### src/rtl/rsc_pkg.sv
`default_nettype none

package rsc_pkg;

  // fixed port widths
  localparam int unsigned SYM_PORT_W = 5;
  localparam int unsigned CFG_W      = 5;
  localparam int unsigned CFG_IDX_W  = 3;
  localparam int unsigned SEL_W      = 2;

  // configuration register indexes
  localparam logic [CFG_IDX_W-1:0] CFG_START_POS_ONE   = 3'd0;
  localparam logic [CFG_IDX_W-1:0] CFG_START_POS_TWO   = 3'd1;
  localparam logic [CFG_IDX_W-1:0] CFG_START_POS_THREE = 3'd2;
  localparam logic [CFG_IDX_W-1:0] CFG_NOTCH_ONE       = 3'd3;
  localparam logic [CFG_IDX_W-1:0] CFG_NOTCH_TWO       = 3'd4;

  // configuration reset values
  localparam logic [CFG_W-1:0] START_POS_RESET = 5'd0;
  localparam logic [CFG_W-1:0] NOTCH_RESET     = 5'd25;

  // request types
  localparam logic REQ_LOAD     = 1'b0;
  localparam logic REQ_ENCIPHER = 1'b1;

  // rotor select codes
  localparam logic [SEL_W-1:0] ROTOR_ONE   = 2'd0;
  localparam logic [SEL_W-1:0] ROTOR_TWO   = 2'd1;
  localparam logic [SEL_W-1:0] ROTOR_THREE = 2'd2;

endpackage

`default_nettype wire

### src/rtl/rsc_rotor_ram.sv
`default_nettype none

module rsc_rotor_ram
  import rsc_pkg::*;
#(
  parameter int unsigned DEPTH = 26
) (
  input  wire logic                       clk_i,
  input  wire logic                       en_i,
  input  wire logic                       we_i,
  input  wire logic [$clog2(DEPTH)-1:0]   addr_i,
  input  wire logic [SYM_PORT_W-1:0]      wdata_i,
  output logic      [SYM_PORT_W-1:0]      rdata_o
);

  logic [SYM_PORT_W-1:0] mem [DEPTH];
  logic [SYM_PORT_W-1:0] rdata_q;

  // single port, registered read
  always_ff @(posedge clk_i) begin
    if (en_i) begin
      if (we_i) begin
        mem[addr_i] <= wdata_i;
      end else begin
        rdata_q <= mem[addr_i];
      end
    end
  end

  assign rdata_o = rdata_q;

endmodule

`default_nettype wire

### src/rtl/rsc_stepper.sv
`default_nettype none

module rsc_stepper
  import rsc_pkg::*;
#(
  parameter int unsigned ALPHABET_SIZE = 26
) (
  input  wire logic                                clk_i,
  input  wire logic                                rst_ni,
  input  wire logic                                step_i,
  input  wire logic                                restart_i,
  input  wire logic [$clog2(ALPHABET_SIZE)-1:0]    start_one_i,
  input  wire logic [$clog2(ALPHABET_SIZE)-1:0]    start_two_i,
  input  wire logic [$clog2(ALPHABET_SIZE)-1:0]    start_three_i,
  input  wire logic [CFG_W-1:0]                    notch_one_i,
  input  wire logic [CFG_W-1:0]                    notch_two_i,
  output logic      [$clog2(ALPHABET_SIZE)-1:0]    pos_one_o,
  output logic      [$clog2(ALPHABET_SIZE)-1:0]    pos_two_o,
  output logic      [$clog2(ALPHABET_SIZE)-1:0]    pos_three_o
);

  localparam int unsigned SYM_W = $clog2(ALPHABET_SIZE);
  localparam int unsigned CMP_W = ((SYM_W > CFG_W) ? SYM_W : CFG_W) + 1;

  logic [SYM_W-1:0] pos_one_q, pos_two_q, pos_three_q;
  logic [SYM_W-1:0] base_one, base_two, base_three;
  logic [SYM_W-1:0] pos_one_d, pos_two_d, pos_three_d;
  logic             hit_one, hit_two;

  function automatic logic [SYM_W-1:0] step_pos(input logic [SYM_W-1:0] p);
    return (p == SYM_W'(ALPHABET_SIZE - 1)) ? '0 : p + 1'b1;
  endfunction

  function automatic logic at_notch(input logic [SYM_W-1:0] p, input logic [CFG_W-1:0] n);
    return CMP_W'(p) == CMP_W'(n);
  endfunction

  // odometer stepping from either the running or the start positions
  always_comb begin
    base_one   = restart_i ? start_one_i   : pos_one_q;
    base_two   = restart_i ? start_two_i   : pos_two_q;
    base_three = restart_i ? start_three_i : pos_three_q;
    pos_one_d  = step_pos(base_one);
    hit_one    = at_notch(pos_one_d, notch_one_i);
    pos_two_d  = hit_one ? step_pos(base_two) : base_two;
    hit_two    = hit_one && at_notch(pos_two_d, notch_two_i);
    pos_three_d = hit_two ? step_pos(base_three) : base_three;
  end

  // position registers move once per enciphered symbol
  always_ff @(posedge clk_i or negedge rst_ni) begin
    if (!rst_ni) begin
      pos_one_q   <= '0;
      pos_two_q   <= '0;
      pos_three_q <= '0;
    end else if (step_i) begin
      pos_one_q   <= pos_one_d;
      pos_two_q   <= pos_two_d;
      pos_three_q <= pos_three_d;
    end
  end

  assign pos_one_o   = pos_one_d;
  assign pos_two_o   = pos_two_d;
  assign pos_three_o = pos_three_d;

endmodule

`default_nettype wire

### src/rtl/three_rotor_stepping_cipher_core.sv
// Three-rotor stepping cipher. One transaction is taken per clock cycle, loads and
// enciphers alike, as long as the output side does not stall a waiting result. An
// encipher transaction steps the rotor positions when accepted, and its cipher symbol
// appears on the output after the rotor one, two and three RAM reads and the output
// register: each rotor's wiring sits in its own single-port RAM with registered read,
// and the symbol visits rotor one, two and three in that order, with every stage held
// while the output stalls. Loads write their RAM in the same pipeline slot in which
// enciphers read it, so loads and enciphers take effect in transaction order.
// A load produces no result. Wiring RAMs are not cleared by reset; enciphering
// with an entry that was never loaded gives an undefined symbol. The user must write
// configuration registers only while the pipeline is empty; the block has no check.
`default_nettype none

module three_rotor_stepping_cipher_core
  import rsc_pkg::*;
#(
  parameter int unsigned ALPHABET_SIZE = 26
) (
  input  wire logic                  clk_i,
  input  wire logic                  rst_ni,
  input  wire logic                  cfg_we_i,
  input  wire logic [CFG_IDX_W-1:0]  cfg_index_i,
  input  wire logic [CFG_W-1:0]      cfg_wdata_i,
  input  wire logic                  in_valid_i,
  output logic                       in_stall_o,
  input  wire logic                  req_type_i,
  input  wire logic                  message_start_i,
  input  wire logic [SYM_PORT_W-1:0] plain_symbol_i,
  input  wire logic [SEL_W-1:0]      rotor_select_i,
  input  wire logic [SYM_PORT_W-1:0] wiring_index_i,
  input  wire logic [SYM_PORT_W-1:0] wiring_value_i,
  output logic                       out_valid_o,
  input  wire logic                  out_stall_i,
  output logic      [SYM_PORT_W-1:0] cipher_symbol_o
);

  localparam int unsigned SYM_W = $clog2(ALPHABET_SIZE);
  localparam int unsigned CMP_W = ((SYM_W > SYM_PORT_W) ? SYM_W : SYM_PORT_W) + 1;
  localparam int unsigned TBL_N = 2 ** SYM_PORT_W;

  typedef logic [TBL_N-1:0][SYM_W-1:0] wrap_tbl_t;

  function automatic wrap_tbl_t build_wrap();
    wrap_tbl_t tbl;
    for (int i = 0; i < TBL_N; i++) begin
      tbl[i] = SYM_W'(i % ALPHABET_SIZE);
    end
    return tbl;
  endfunction

  localparam wrap_tbl_t WRAP_TBL = build_wrap();

  function automatic logic [SYM_W-1:0] mod_add(input logic [SYM_W-1:0] a,
                                               input logic [SYM_W-1:0] b);
    logic [SYM_W:0] s;
    s = {1'b0, a} + {1'b0, b};
    if (s >= (SYM_W+1)'(ALPHABET_SIZE)) begin
      s = s - (SYM_W+1)'(ALPHABET_SIZE);
    end
    return s[SYM_W-1:0];
  endfunction

  function automatic logic [SYM_W-1:0] mod_sub(input logic [SYM_W-1:0] w,
                                               input logic [SYM_W-1:0] p);
    logic [SYM_W:0] t;
    t = {1'b0, w} + (SYM_W+1)'(ALPHABET_SIZE) - {1'b0, p};
    return (w >= p) ? (w - p) : t[SYM_W-1:0];
  endfunction

  // configuration registers
  logic [CFG_W-1:0] start_one_q, start_two_q, start_three_q;
  logic [CFG_W-1:0] notch_one_q, notch_two_q;

  always_ff @(posedge clk_i or negedge rst_ni) begin
    if (!rst_ni) begin
      start_one_q   <= START_POS_RESET;
      start_two_q   <= START_POS_RESET;
      start_three_q <= START_POS_RESET;
      notch_one_q   <= NOTCH_RESET;
      notch_two_q   <= NOTCH_RESET;
    end else if (cfg_we_i) begin
      case (cfg_index_i)
        CFG_START_POS_ONE:   start_one_q   <= cfg_wdata_i;
        CFG_START_POS_TWO:   start_two_q   <= cfg_wdata_i;
        CFG_START_POS_THREE: start_three_q <= cfg_wdata_i;
        CFG_NOTCH_ONE:       notch_one_q   <= cfg_wdata_i;
        CFG_NOTCH_TWO:       notch_two_q   <= cfg_wdata_i;
        default: ;
      endcase
    end
  end

  // pipeline advances whenever the output register is free or being taken
  logic advance;
  logic in_accept;
  logic out_valid_q;
  logic [SYM_PORT_W-1:0] out_sym_q;

  assign advance    = !out_valid_q || !out_stall_i;
  assign in_stall_o = !advance;
  assign in_accept  = in_valid_i && advance;

  // load decode
  logic             load_ok;
  logic [CMP_W-1:0] widx_ext;
  logic [SYM_W-1:0] widx;

  assign widx_ext = CMP_W'(wiring_index_i);
  assign widx     = widx_ext[SYM_W-1:0];
  assign load_ok  = (req_type_i == REQ_LOAD) && (widx_ext < CMP_W'(ALPHABET_SIZE));

  // rotor positions for the incoming symbol
  logic             enc_accept;
  logic [SYM_W-1:0] pos_one, pos_two, pos_three;

  assign enc_accept = in_accept && (req_type_i == REQ_ENCIPHER);

  rsc_stepper #(
    .ALPHABET_SIZE(ALPHABET_SIZE)
  ) u_stepper (
    .clk_i         (clk_i),
    .rst_ni        (rst_ni),
    .step_i        (enc_accept),
    .restart_i     (message_start_i),
    .start_one_i   (WRAP_TBL[start_one_q]),
    .start_two_i   (WRAP_TBL[start_two_q]),
    .start_three_i (WRAP_TBL[start_three_q]),
    .notch_one_i   (notch_one_q),
    .notch_two_i   (notch_two_q),
    .pos_one_o     (pos_one),
    .pos_two_o     (pos_two),
    .pos_three_o   (pos_three)
  );

  // stage 0: rotor one access
  logic             ram1_we;
  logic [SYM_W-1:0] ram1_addr;
  logic [SYM_PORT_W-1:0] ram1_rdata;

  assign ram1_we   = in_accept && load_ok && (rotor_select_i == ROTOR_ONE);
  assign ram1_addr = (req_type_i == REQ_LOAD) ? widx
                                              : mod_add(WRAP_TBL[plain_symbol_i], pos_one);

  rsc_rotor_ram #(
    .DEPTH(ALPHABET_SIZE)
  ) u_ram_one (
    .clk_i   (clk_i),
    .en_i    (advance),
    .we_i    (ram1_we),
    .addr_i  (ram1_addr),
    .wdata_i (wiring_value_i),
    .rdata_o (ram1_rdata)
  );

  // stage 1 registers
  logic                  s1_vld_q, s1_enc_q, s1_we2_q, s1_we3_q;
  logic [SYM_W-1:0]      s1_p1_q, s1_p2_q, s1_p3_q, s1_widx_q;
  logic [SYM_PORT_W-1:0] s1_wval_q;

  always_ff @(posedge clk_i or negedge rst_ni) begin
    if (!rst_ni) begin
      s1_vld_q <= 1'b0;
    end else if (advance) begin
      s1_vld_q <= in_valid_i;
    end
  end

  always_ff @(posedge clk_i) begin
    if (advance) begin
      s1_enc_q  <= (req_type_i == REQ_ENCIPHER);
      s1_we2_q  <= load_ok && (rotor_select_i == ROTOR_TWO);
      s1_we3_q  <= load_ok && (rotor_select_i == ROTOR_THREE);
      s1_p1_q   <= pos_one;
      s1_p2_q   <= pos_two;
      s1_p3_q   <= pos_three;
      s1_widx_q <= widx;
      s1_wval_q <= wiring_value_i;
    end
  end

  // stage 1: rotor two access
  logic [SYM_W-1:0]      ram2_addr;
  logic [SYM_PORT_W-1:0] ram2_rdata;

  assign ram2_addr = s1_we2_q ? s1_widx_q
                              : mod_add(mod_sub(WRAP_TBL[ram1_rdata], s1_p1_q), s1_p2_q);

  rsc_rotor_ram #(
    .DEPTH(ALPHABET_SIZE)
  ) u_ram_two (
    .clk_i   (clk_i),
    .en_i    (advance),
    .we_i    (s1_vld_q && s1_we2_q),
    .addr_i  (ram2_addr),
    .wdata_i (s1_wval_q),
    .rdata_o (ram2_rdata)
  );

  // stage 2 registers
  logic                  s2_vld_q, s2_enc_q, s2_we3_q;
  logic [SYM_W-1:0]      s2_p2_q, s2_p3_q, s2_widx_q;
  logic [SYM_PORT_W-1:0] s2_wval_q;

  always_ff @(posedge clk_i or negedge rst_ni) begin
    if (!rst_ni) begin
      s2_vld_q <= 1'b0;
    end else if (advance) begin
      s2_vld_q <= s1_vld_q;
    end
  end

  always_ff @(posedge clk_i) begin
    if (advance) begin
      s2_enc_q  <= s1_enc_q;
      s2_we3_q  <= s1_we3_q;
      s2_p2_q   <= s1_p2_q;
      s2_p3_q   <= s1_p3_q;
      s2_widx_q <= s1_widx_q;
      s2_wval_q <= s1_wval_q;
    end
  end

  // stage 2: rotor three access
  logic [SYM_W-1:0]      ram3_addr;
  logic [SYM_PORT_W-1:0] ram3_rdata;

  assign ram3_addr = s2_we3_q ? s2_widx_q
                              : mod_add(mod_sub(WRAP_TBL[ram2_rdata], s2_p2_q), s2_p3_q);

  rsc_rotor_ram #(
    .DEPTH(ALPHABET_SIZE)
  ) u_ram_three (
    .clk_i   (clk_i),
    .en_i    (advance),
    .we_i    (s2_vld_q && s2_we3_q),
    .addr_i  (ram3_addr),
    .wdata_i (s2_wval_q),
    .rdata_o (ram3_rdata)
  );

  // stage 3 registers
  logic             s3_vld_q, s3_enc_q;
  logic [SYM_W-1:0] s3_p3_q;

  always_ff @(posedge clk_i or negedge rst_ni) begin
    if (!rst_ni) begin
      s3_vld_q <= 1'b0;
    end else if (advance) begin
      s3_vld_q <= s2_vld_q;
    end
  end

  always_ff @(posedge clk_i) begin
    if (advance) begin
      s3_enc_q <= s2_enc_q;
      s3_p3_q  <= s2_p3_q;
    end
  end

  // output register, holds while stalled
  logic [SYM_W-1:0] x3;

  assign x3 = mod_sub(WRAP_TBL[ram3_rdata], s3_p3_q);

  always_ff @(posedge clk_i or negedge rst_ni) begin
    if (!rst_ni) begin
      out_valid_q <= 1'b0;
    end else if (advance) begin
      out_valid_q <= s3_vld_q && s3_enc_q;
    end
  end

  always_ff @(posedge clk_i) begin
    if (advance) begin
      out_sym_q <= SYM_PORT_W'(x3);
    end
  end

  assign out_valid_o     = out_valid_q;
  assign cipher_symbol_o = out_sym_q;

endmodule

`default_nettype wire

### config.mk
export PLATFORM = sky130hd
export DESIGN_NAME = three_rotor_stepping_cipher_core
export DESIGN_NICKNAME = d
export VERILOG_FILES = /design/src/rtl/rsc_pkg.sv /design/src/rtl/rsc_rotor_ram.sv /design/src/rtl/rsc_stepper.sv /design/src/rtl/three_rotor_stepping_cipher_core.sv
export SDC_FILE = /design/constraint.sdc
export NUM_CORES = 1
export LEC_CHECK = 0
export ABC_AREA = 1
export ABC_CLOCK_PERIOD_IN_PS = 12850
export BUFFER_PORTS_ARGS = -buffer_cell sky130_fd_sc_hd__clkbuf_2
export CAP_MARGIN = 20
export CORE_MARGIN = 5
export CORE_UTILIZATION = 40
export CTS_BUF_LIST = sky130_fd_sc_hd__clkbuf_8
export CTS_CLUSTER_SIZE = 30
export DETAILED_ROUTE_END_ITERATION = 7
export PLACE_DENSITY = 0.6
export SLEW_MARGIN = 20
export SYNTH_ARGS = -nofsm -noshare
export SYNTH_HDL_FRONTEND = slang
export SYNTH_SLANG_ARGS = --single-unit
### constraint.sdc
create_clock -name clk_i -period 12.85 [get_ports clk_i]
set_input_delay 2.57 -clock clk_i [delete_from_list [all_inputs] [get_ports clk_i]]
set_output_delay 2.57 -clock clk_i [all_outputs]
set_load 0.01 [all_outputs]
Word level (Yosys, flattened, before mapping) --
Memories as Yosys holds them, arrays and structs flattened. A register that Yosys moved wholly into a read port is not among the register bits. Cells that the tools add are included.
Word-level totals: register bits after elaboration 105, bits in writable memories 390, memory bits (read-only) 1120, input port bits 32, output and inout bits 7, word-level logic and storage cells 144, memories 10
Operators by class: $add $sub $neg 18, order comparisons 14, equality and inequality tests 11, multiplexer cells 33, bitwise operators 4, reductions and logical operators 25
Memories:
- (no name shown) | depth 32, bits a word 5, read ports 1, clocked after memory_dff 0, write ports 0, line three_rotor_stepping_cipher_core.sv:263 | assign x3 = mod_sub(WRAP_TBL[ram3_rdata], s3_p3_q);
- (no name shown) | depth 32, bits a word 5, read ports 1, clocked after memory_dff 0, write ports 0, line three_rotor_stepping_cipher_core.sv:228 | : mod_add(mod_sub(WRAP_TBL[ram2_rdata], s2_p2_q), s2_p3_q);
- (no name shown) | depth 32, bits a word 5, read ports 1, clocked after memory_dff 0, write ports 0, line three_rotor_stepping_cipher_core.sv:186 | : mod_add(mod_sub(WRAP_TBL[ram1_rdata], s1_p1_q), s1_p2_q);
- (no name shown) | depth 32, bits a word 5, read ports 1, clocked after memory_dff 0, write ports 0, line three_rotor_stepping_cipher_core.sv:142 | : mod_add(WRAP_TBL[plain_symbol_i], pos_one);
- (no name shown) | depth 32, bits a word 5, read ports 1, clocked after memory_dff 0, write ports 0, line three_rotor_stepping_cipher_core.sv:127 | .start_three_i (WRAP_TBL[start_three_q]),
- (no name shown) | depth 32, bits a word 5, read ports 1, clocked after memory_dff 0, write ports 0, line three_rotor_stepping_cipher_core.sv:126 | .start_two_i (WRAP_TBL[start_two_q]),
- 4 more memories
Operators by type and width (number):
- 2-to-1 mux 5 bit | 24
- less-than comparator 5 x 6 -> 1 bit, second input constant | 7
- subtractor 5 bit | 6
- adder 5 x 5 -> 6 bit | 3
- greater-or-equal comparator 6 x 5 -> 1 bit, second input constant | 3
- AND reduction 2 bit | 8
- adder 5 x 1 -> 5 bit, second input constant | 3
- adder 5 bit, second input constant | 3
- == test 5 bit, second input constant | 3
- greater-or-equal comparator 5 bit | 3
- subtractor 5 bit, second input constant | 3
- logical AND 1 bit | 11
- == test 5 bit | 2
- 2-to-1 mux 1 bit | 9
- == test 3 x 2 -> 1 bit, second input constant | 2
- less-than comparator 5 bit, second input constant | 1
- NOT 1 bit | 4
- == test 3 x 1 -> 1 bit, second input constant | 1
- == test 3 bit, second input constant | 1
- logical NOT 1 bit | 3
- logical NOT 3 bit | 1
- == test 2 x 1 -> 1 bit, second input constant | 1
- == test 2 bit, second input constant | 1
- logical NOT 2 bit | 1
- logical OR 1 bit | 1

Longest topological paths before layout --
depth after elaboration 10, mapped depth 32

By module --
From an unflattened synthesis, not the netlist that was laid out.
Second synthesis, totals: cells, all modules 2525, area, all modules 24496.0 um^2
By module, submodules not included:
- rsc_rotor_ram | times used 3, cells an instance 545, area each 5676.7 um^2, seq. area each 4053.9 um^2
- three_rotor_stepping_cipher_core | times used 1, cells an instance 630, area each 5738.0 um^2, seq. area each 2565.0 um^2
- rsc_stepper | times used 1, cells an instance 260, area each 1727.9 um^2, seq. area each 375.4 um^2

Least setup slack after synthesis --
Ideal clock, no wire load.
kind input-to-output, start point in out_stall_i, end point out in_stall_o, arrival time 4311 ps, setup slack 5969 ps, cell stages on the path 2, buffers on the path 0, cells stage by stage nand2_1 > inv_1
Between the ends: word-level cells in the longest chain between the ends 3
Ends and longest elaborated chain:
- start: declaration | line three_rotor_stepping_cipher_core.sv:33 | input wire logic out_stall_i,
- logical NOT 1 bit | line three_rotor_stepping_cipher_core.sv:99 | assign advance = !out_valid_q || !out_stall_i;
- logical OR 1 bit | line three_rotor_stepping_cipher_core.sv:99
- logical NOT 1 bit | line three_rotor_stepping_cipher_core.sv:100 | assign in_stall_o = !advance;
- end: declaration | line three_rotor_stepping_cipher_core.sv:25 | output logic in_stall_o,
Every way passes these cells.

Worst setup path after layout --
start point in message_start_i, end point mem u_ram_one.mem[0][1], enable pin
Between the ends: word-level cells in the longest chain between the ends 7
Ends and longest elaborated chain:
- start: declaration | line three_rotor_stepping_cipher_core.sv:27 | input wire logic message_start_i,
- 2-to-1 mux 5 bit (*) | line rsc_stepper.sv:40 | base_one = restart_i ? start_one_i : pos_one_q;
- adder 5 x 1 -> 5 bit or == test 5 bit (tied branches) | line rsc_stepper.sv:31 | return (p == SYM_W'(ALPHABET_SIZE - 1)) ? '0 : p + 1'b1;
- 2-to-1 mux 5 bit (*) | line rsc_stepper.sv:31
- named net pos_one[0] | line three_rotor_stepping_cipher_core.sv:114 | logic [SYM_W-1:0] pos_one, pos_two, pos_three;
- adder 5 x 5 -> 6 bit (*) | line three_rotor_stepping_cipher_core.sv:56 | s = {1'b0, a} + {1'b0, b};
- subtractor 5 bit or greater-or-equal comparator 6 x 5 -> 1 bit (tied branches) | line three_rotor_stepping_cipher_core.sv:58, three_rotor_stepping_cipher_core.sv:57
- 2-to-1 mux 5 bit (*) | line three_rotor_stepping_cipher_core.sv:57 | if (s >= (SYM_W+1)'(ALPHABET_SIZE)) begin
- 2-to-1 mux 5 bit (*) | line three_rotor_stepping_cipher_core.sv:141 | assign ram1_addr = (req_type_i == REQ_LOAD) ? widx
- end: declaration | line rsc_rotor_ram.sv:16 | logic [SYM_PORT_W-1:0] mem [DEPTH];
The timed path passes the listed nets; every way through them passes the cells marked *.

==> flow_results.org <==
** STA
- RSZ-0062 raised after global routing :: no
- Worst clock skew on the final layout :: ~0.037 ns
- Final hold violation count :: 0
- Setup slack closes at slightly below 5 ns.
- Least-Margin Pin Slew :: 1.10 ns
- Timing would allow up to 124 MHz.
- Slew HR :: 27.0%
- Summed over all failing endpoints, the final setup total negative slack is 0 ns.
- Ratio of final minimum period to clock period :: a little over three fifths
- Setup violations remaining at the end of the flow were counted as 0.
- For the finished layout, the period the worst path requires is 8.03 ns.
- Fin. max-slew vios :: 0

** Placement
- Area after DPL :: about 25,000 um2
- In this run the tool buffered the top-level ports with 38 buffer cells.
- OpenSTA, run right after detailed placement, puts the worst setup slack at 4.11 ns.
- Sum of net half-perimeters after detailed placement :: 34,600 um
- Routability-driven placement congestion ratio :: 0.861

** Finish
- Cells with a size suffix above 1 make up between 8 and 9% of the layout.
- Final standard cell area without fillers :: 26,300 um2
- After filler insertion, the fill cell instance count of the layout stands at 5,534.
- Largest registers in the final layout :: u_ram_one.mem (130), u_ram_three.mem (130), u_ram_two.mem (130)
- The area growth from synthesis to layout is 11.0%.
- For this run, the post-layout net count is roughly 2,500.
- Cells fill 44.7% of the core in the end.

** Synthesis
- After technology mapping, the gate count stands at 2,360.
- During synthesis, Yosys emitted a total of 0 warnings.
- Top cells by area in the synthesized netlist :: sky130_fd_sc_hd__edfxtp_1 59%, sky130_fd_sc_hd__nand2_1 15%, sky130_fd_sc_hd__dfrtp_1 4.0%
- Synthesis inferred 510 register bits.
- The number of nets handed over by synthesis was 2,458.
- Post-synthesis area per instance :: approximately 10 um2
- Area share of the largest cell type after synthesis :: 59.0%
- Sequential share of the synthesized area :: 63.7%
- The netlist uses 51 different library cells.
- Mapped Area :: 23,700 um2
- Largest area contributor in the synthesized netlist :: sky130_fd_sc_hd__edfxtp_1

** Route
- Pre-Repair DR Iteration Count :: 5
- Routed via count divided by cell count :: 4.93
- Final WL :: 53,300 um
- DRC :: 0
- Number of nets still failing antenna checks after routing :: 0
- In the final routed layout, each cell accounts on average for between 15 and 20 um.
- For this block, the via count after detailed routing is between 15,000 and 20,000.
- In this run, the number of DRC markers left after iteration 0 of detailed routing was 1,085.

** Clock tree
- Clock root cell :: sky130_fd_sc_hd__clkbuf_8
- Post-CTS resize count :: 0
- Clock-pin transition on the worst setup and hold timing paths :: 0.06 ns
- The clock reaches the later pin of the worst-skew pair after 0.67 ns.
- Total clock buffers created by CTS :: between 80 and 90
- For this design, the sink count on the clock tree is 510.
- TritonCTS built the clock tree.
- Maximum clock insertion buffer count :: 3
- Hold repair after CTS inserted 0 buffers.
- Clock H-tree levels :: 3
- Buffers inserted by post-CTS timing repair :: 0

** Worst setup path
- STA classifies the critical path startpoint as a primary input.
- The setup path with the least slack is of type primary input to flip-flop.
- At the worst endpoint, the required time is 13.16 ns.
- Along the worst path, the maximum fanout reaches 27.
- STA classifies the critical path endpoint as a flip-flop.
- Arrival time reported for the critical path endpoint :: 8.35 ns

** Min path
- Class of the worst hold path :: flip-flop to flip-flop

** Global routing
- Pin count of the biggest net entering global routing :: 68
- Global routing consumed, over all layers together, ~17% of the routing resources.
- The via count of the first global-routing pass is 16,200.
- First-pass GRT wire length :: 85,200 um
- The initial antenna violation count is 1.
- Summed over all layers, the global routing overflow is 0.

** Floorplanning
- Area of the core :: 58,900 um2
- Die Width :: 254 um
- The initial utilization of the core area, before any placement, comes to between 40 and 50%.
- The floorplan has 89 rows.
- Die span in y :: 254 um
- Die outline area :: ~64,000 um2
- I/O pin cnt :: 39

** Run status
- The flow ran to the end, and the final reports show no timing, DRC or antenna violations.

** Run
- Max-capacitance violation count :: 0
## synthesized netlist by cell type (all sizes together)
| library cell | number |
|---|---|
| a211oi | 7 |
| a21boi | 2 |
| a21o | 2 |
| a21oi | 47 |
| a22oi | 2 |
| a31o | 2 |
| a31oi | 5 |
| and2 | 6 |
| and3 | 1 |
| buf | 30 |
| clkbuf | 36 |
| clkinv | 3 |
| dfrtp | 38 |
| dfstp | 6 |
| edfxtp | 466 |
| fa | 10 |
| ha | 56 |
| inv | 183 |
| mux2i | 4 |
| nand2 | 939 |
| nand3 | 166 |
| nand3b | 5 |
| nand4 | 9 |
| nor2 | 174 |
| nor3 | 10 |
| nor3b | 1 |
| nor4 | 1 |
| o211ai | 4 |
| o21a | 8 |
| o21ai | 83 |
| o21bai | 5 |
| o2bb2ai | 1 |
| or2 | 12 |
| or3 | 2 |
| xnor2 | 10 |
| xor2 | 24 |
## per-layer routing
metal | share of wire (%) | up-vias | GRT usage, %
li1 | - | 7979 | -
met1 | 45 | 7664 | 22.2
met2 | 47 | 390 | 27.1
met3 | 5.3 | 89 | 3.72
met4 | 2.3 | 0 | 5.17
met5 | 0 | - | 0
## metrics by stage
step	hold slack, ns	cells
6_report	0.405	3270
5_1_grt	0.420	3270
4_1_cts	0.412	3268
3_5_place_dp	0.409	3115
3_3_place_gp	0.403	3115
2_1_floorplan	0.400	2360
## worst max-delay path, stage by stage
cell	delay (ns)
sky130_fd_sc_hd__clkbuf_2	0.31
sky130_fd_sc_hd__inv_2	0.21
sky130_fd_sc_hd__or2_1	0.27
sky130_fd_sc_hd__o21ai_2	0.14
sky130_fd_sc_hd__inv_1	0.11
sky130_fd_sc_hd__ha_1	0.21
sky130_fd_sc_hd__inv_1	0.05
sky130_fd_sc_hd__nor2_1	0.04
sky130_fd_sc_hd__nand3_2	0.21
sky130_fd_sc_hd__nand2_4	0.09
sky130_fd_sc_hd__inv_1	0.08
sky130_fd_sc_hd__ha_1	0.15
sky130_fd_sc_hd__inv_1	0.05
sky130_fd_sc_hd__fa_1	0.42
sky130_fd_sc_hd__o21ai_1	0.21
sky130_fd_sc_hd__xor2_1	0.23
sky130_fd_sc_hd__inv_1	0.08
sky130_fd_sc_hd__o21a_1	0.22
sky130_fd_sc_hd__xor2_1	0.15
sky130_fd_sc_hd__nand2_1	0.06
sky130_fd_sc_hd__nand2_1	0.48
sky130_fd_sc_hd__nor2_2	0.98
sky130_fd_sc_hd__nand2_1	0.50
sky130_fd_sc_hd__nor2_1	0.49
## worst paths after layout
path	end	slack, ns	depth (start not counted)	from
max	u_ram_one.mem[0][1]$_DFFE_PP_	4.82	24	message_start_i
max reg2reg	u_ram_two.mem[12][3]$_DFFE_PP_	6.31	26	u_ram_one.rdata_o[3]$_DFFE_PP_
max in group asynchronous	s3_vld_q$_DFFE_PN0N_	10.42	2	rst_ni
min	s2_p3_q[4]$_DFFE_PN_	0.41	0	s1_p3_q[4]$_DFFE_PN_
min in group asynchronous	start_three_q[2]$_DFFE_PN0P_	2.00	2	rst_ni
min reg2reg	s2_p3_q[4]$_DFFE_PN_	0.41	0	s1_p3_q[4]$_DFFE_PN_
## final cells by class
cell class | count | area (um2) | share of cell area [%]
multi-input combinational | 1598 | 7640 | 29.0
timing repair buffer | 49 | 280 | 1.06
inverter | 186 | 698 | 2.65
tap | 773 | 967 | 3.67
clock inverter | 66 | 439 | 1.67
antenna | 1 | 2.50 | 0.00950
sequential | 510 | 15100 | 57.4
clock buffer | 87 | 1200 | 4.55
## logic make-up (layout without fill, tap and decap cells)
family / Yosys count / count (layout) / share of synthesized area, %
multiplexers: 4 / 4 / 0.169
XOR/XNOR: 34 / 34 / 1.26
flip-flops: 510 / 510 / 63.7
AO/OA/AOI/OAI: 168 / 168 / 4.02
other: 0 / 1 / 0
buffers and inverters: 252 / 388 / 4.15
adder cells (fa/ha/maj): 66 / 66 / 3.80
AND/OR/NAND/NOR: 1326 / 1326 / 22.9
## placed cells by master, fill, tap and decap left out, drive strengths merged, types with 24 or more instances in the layout
master	synthesis	routed
xor2	24	24
nor2	174	174
nand2	939	939
edfxtp	466	466
clkinv	3	43
inv	183	202
clkbuf	36	125
a21oi	47	47
ha	56	56
o21ai	83	83
dfrtp	38	38
nand3	166	166
Power is left out: the tool's default activity adds up to more than one toggle a clock period on the data nets, which glitch-free logic cannot reach.
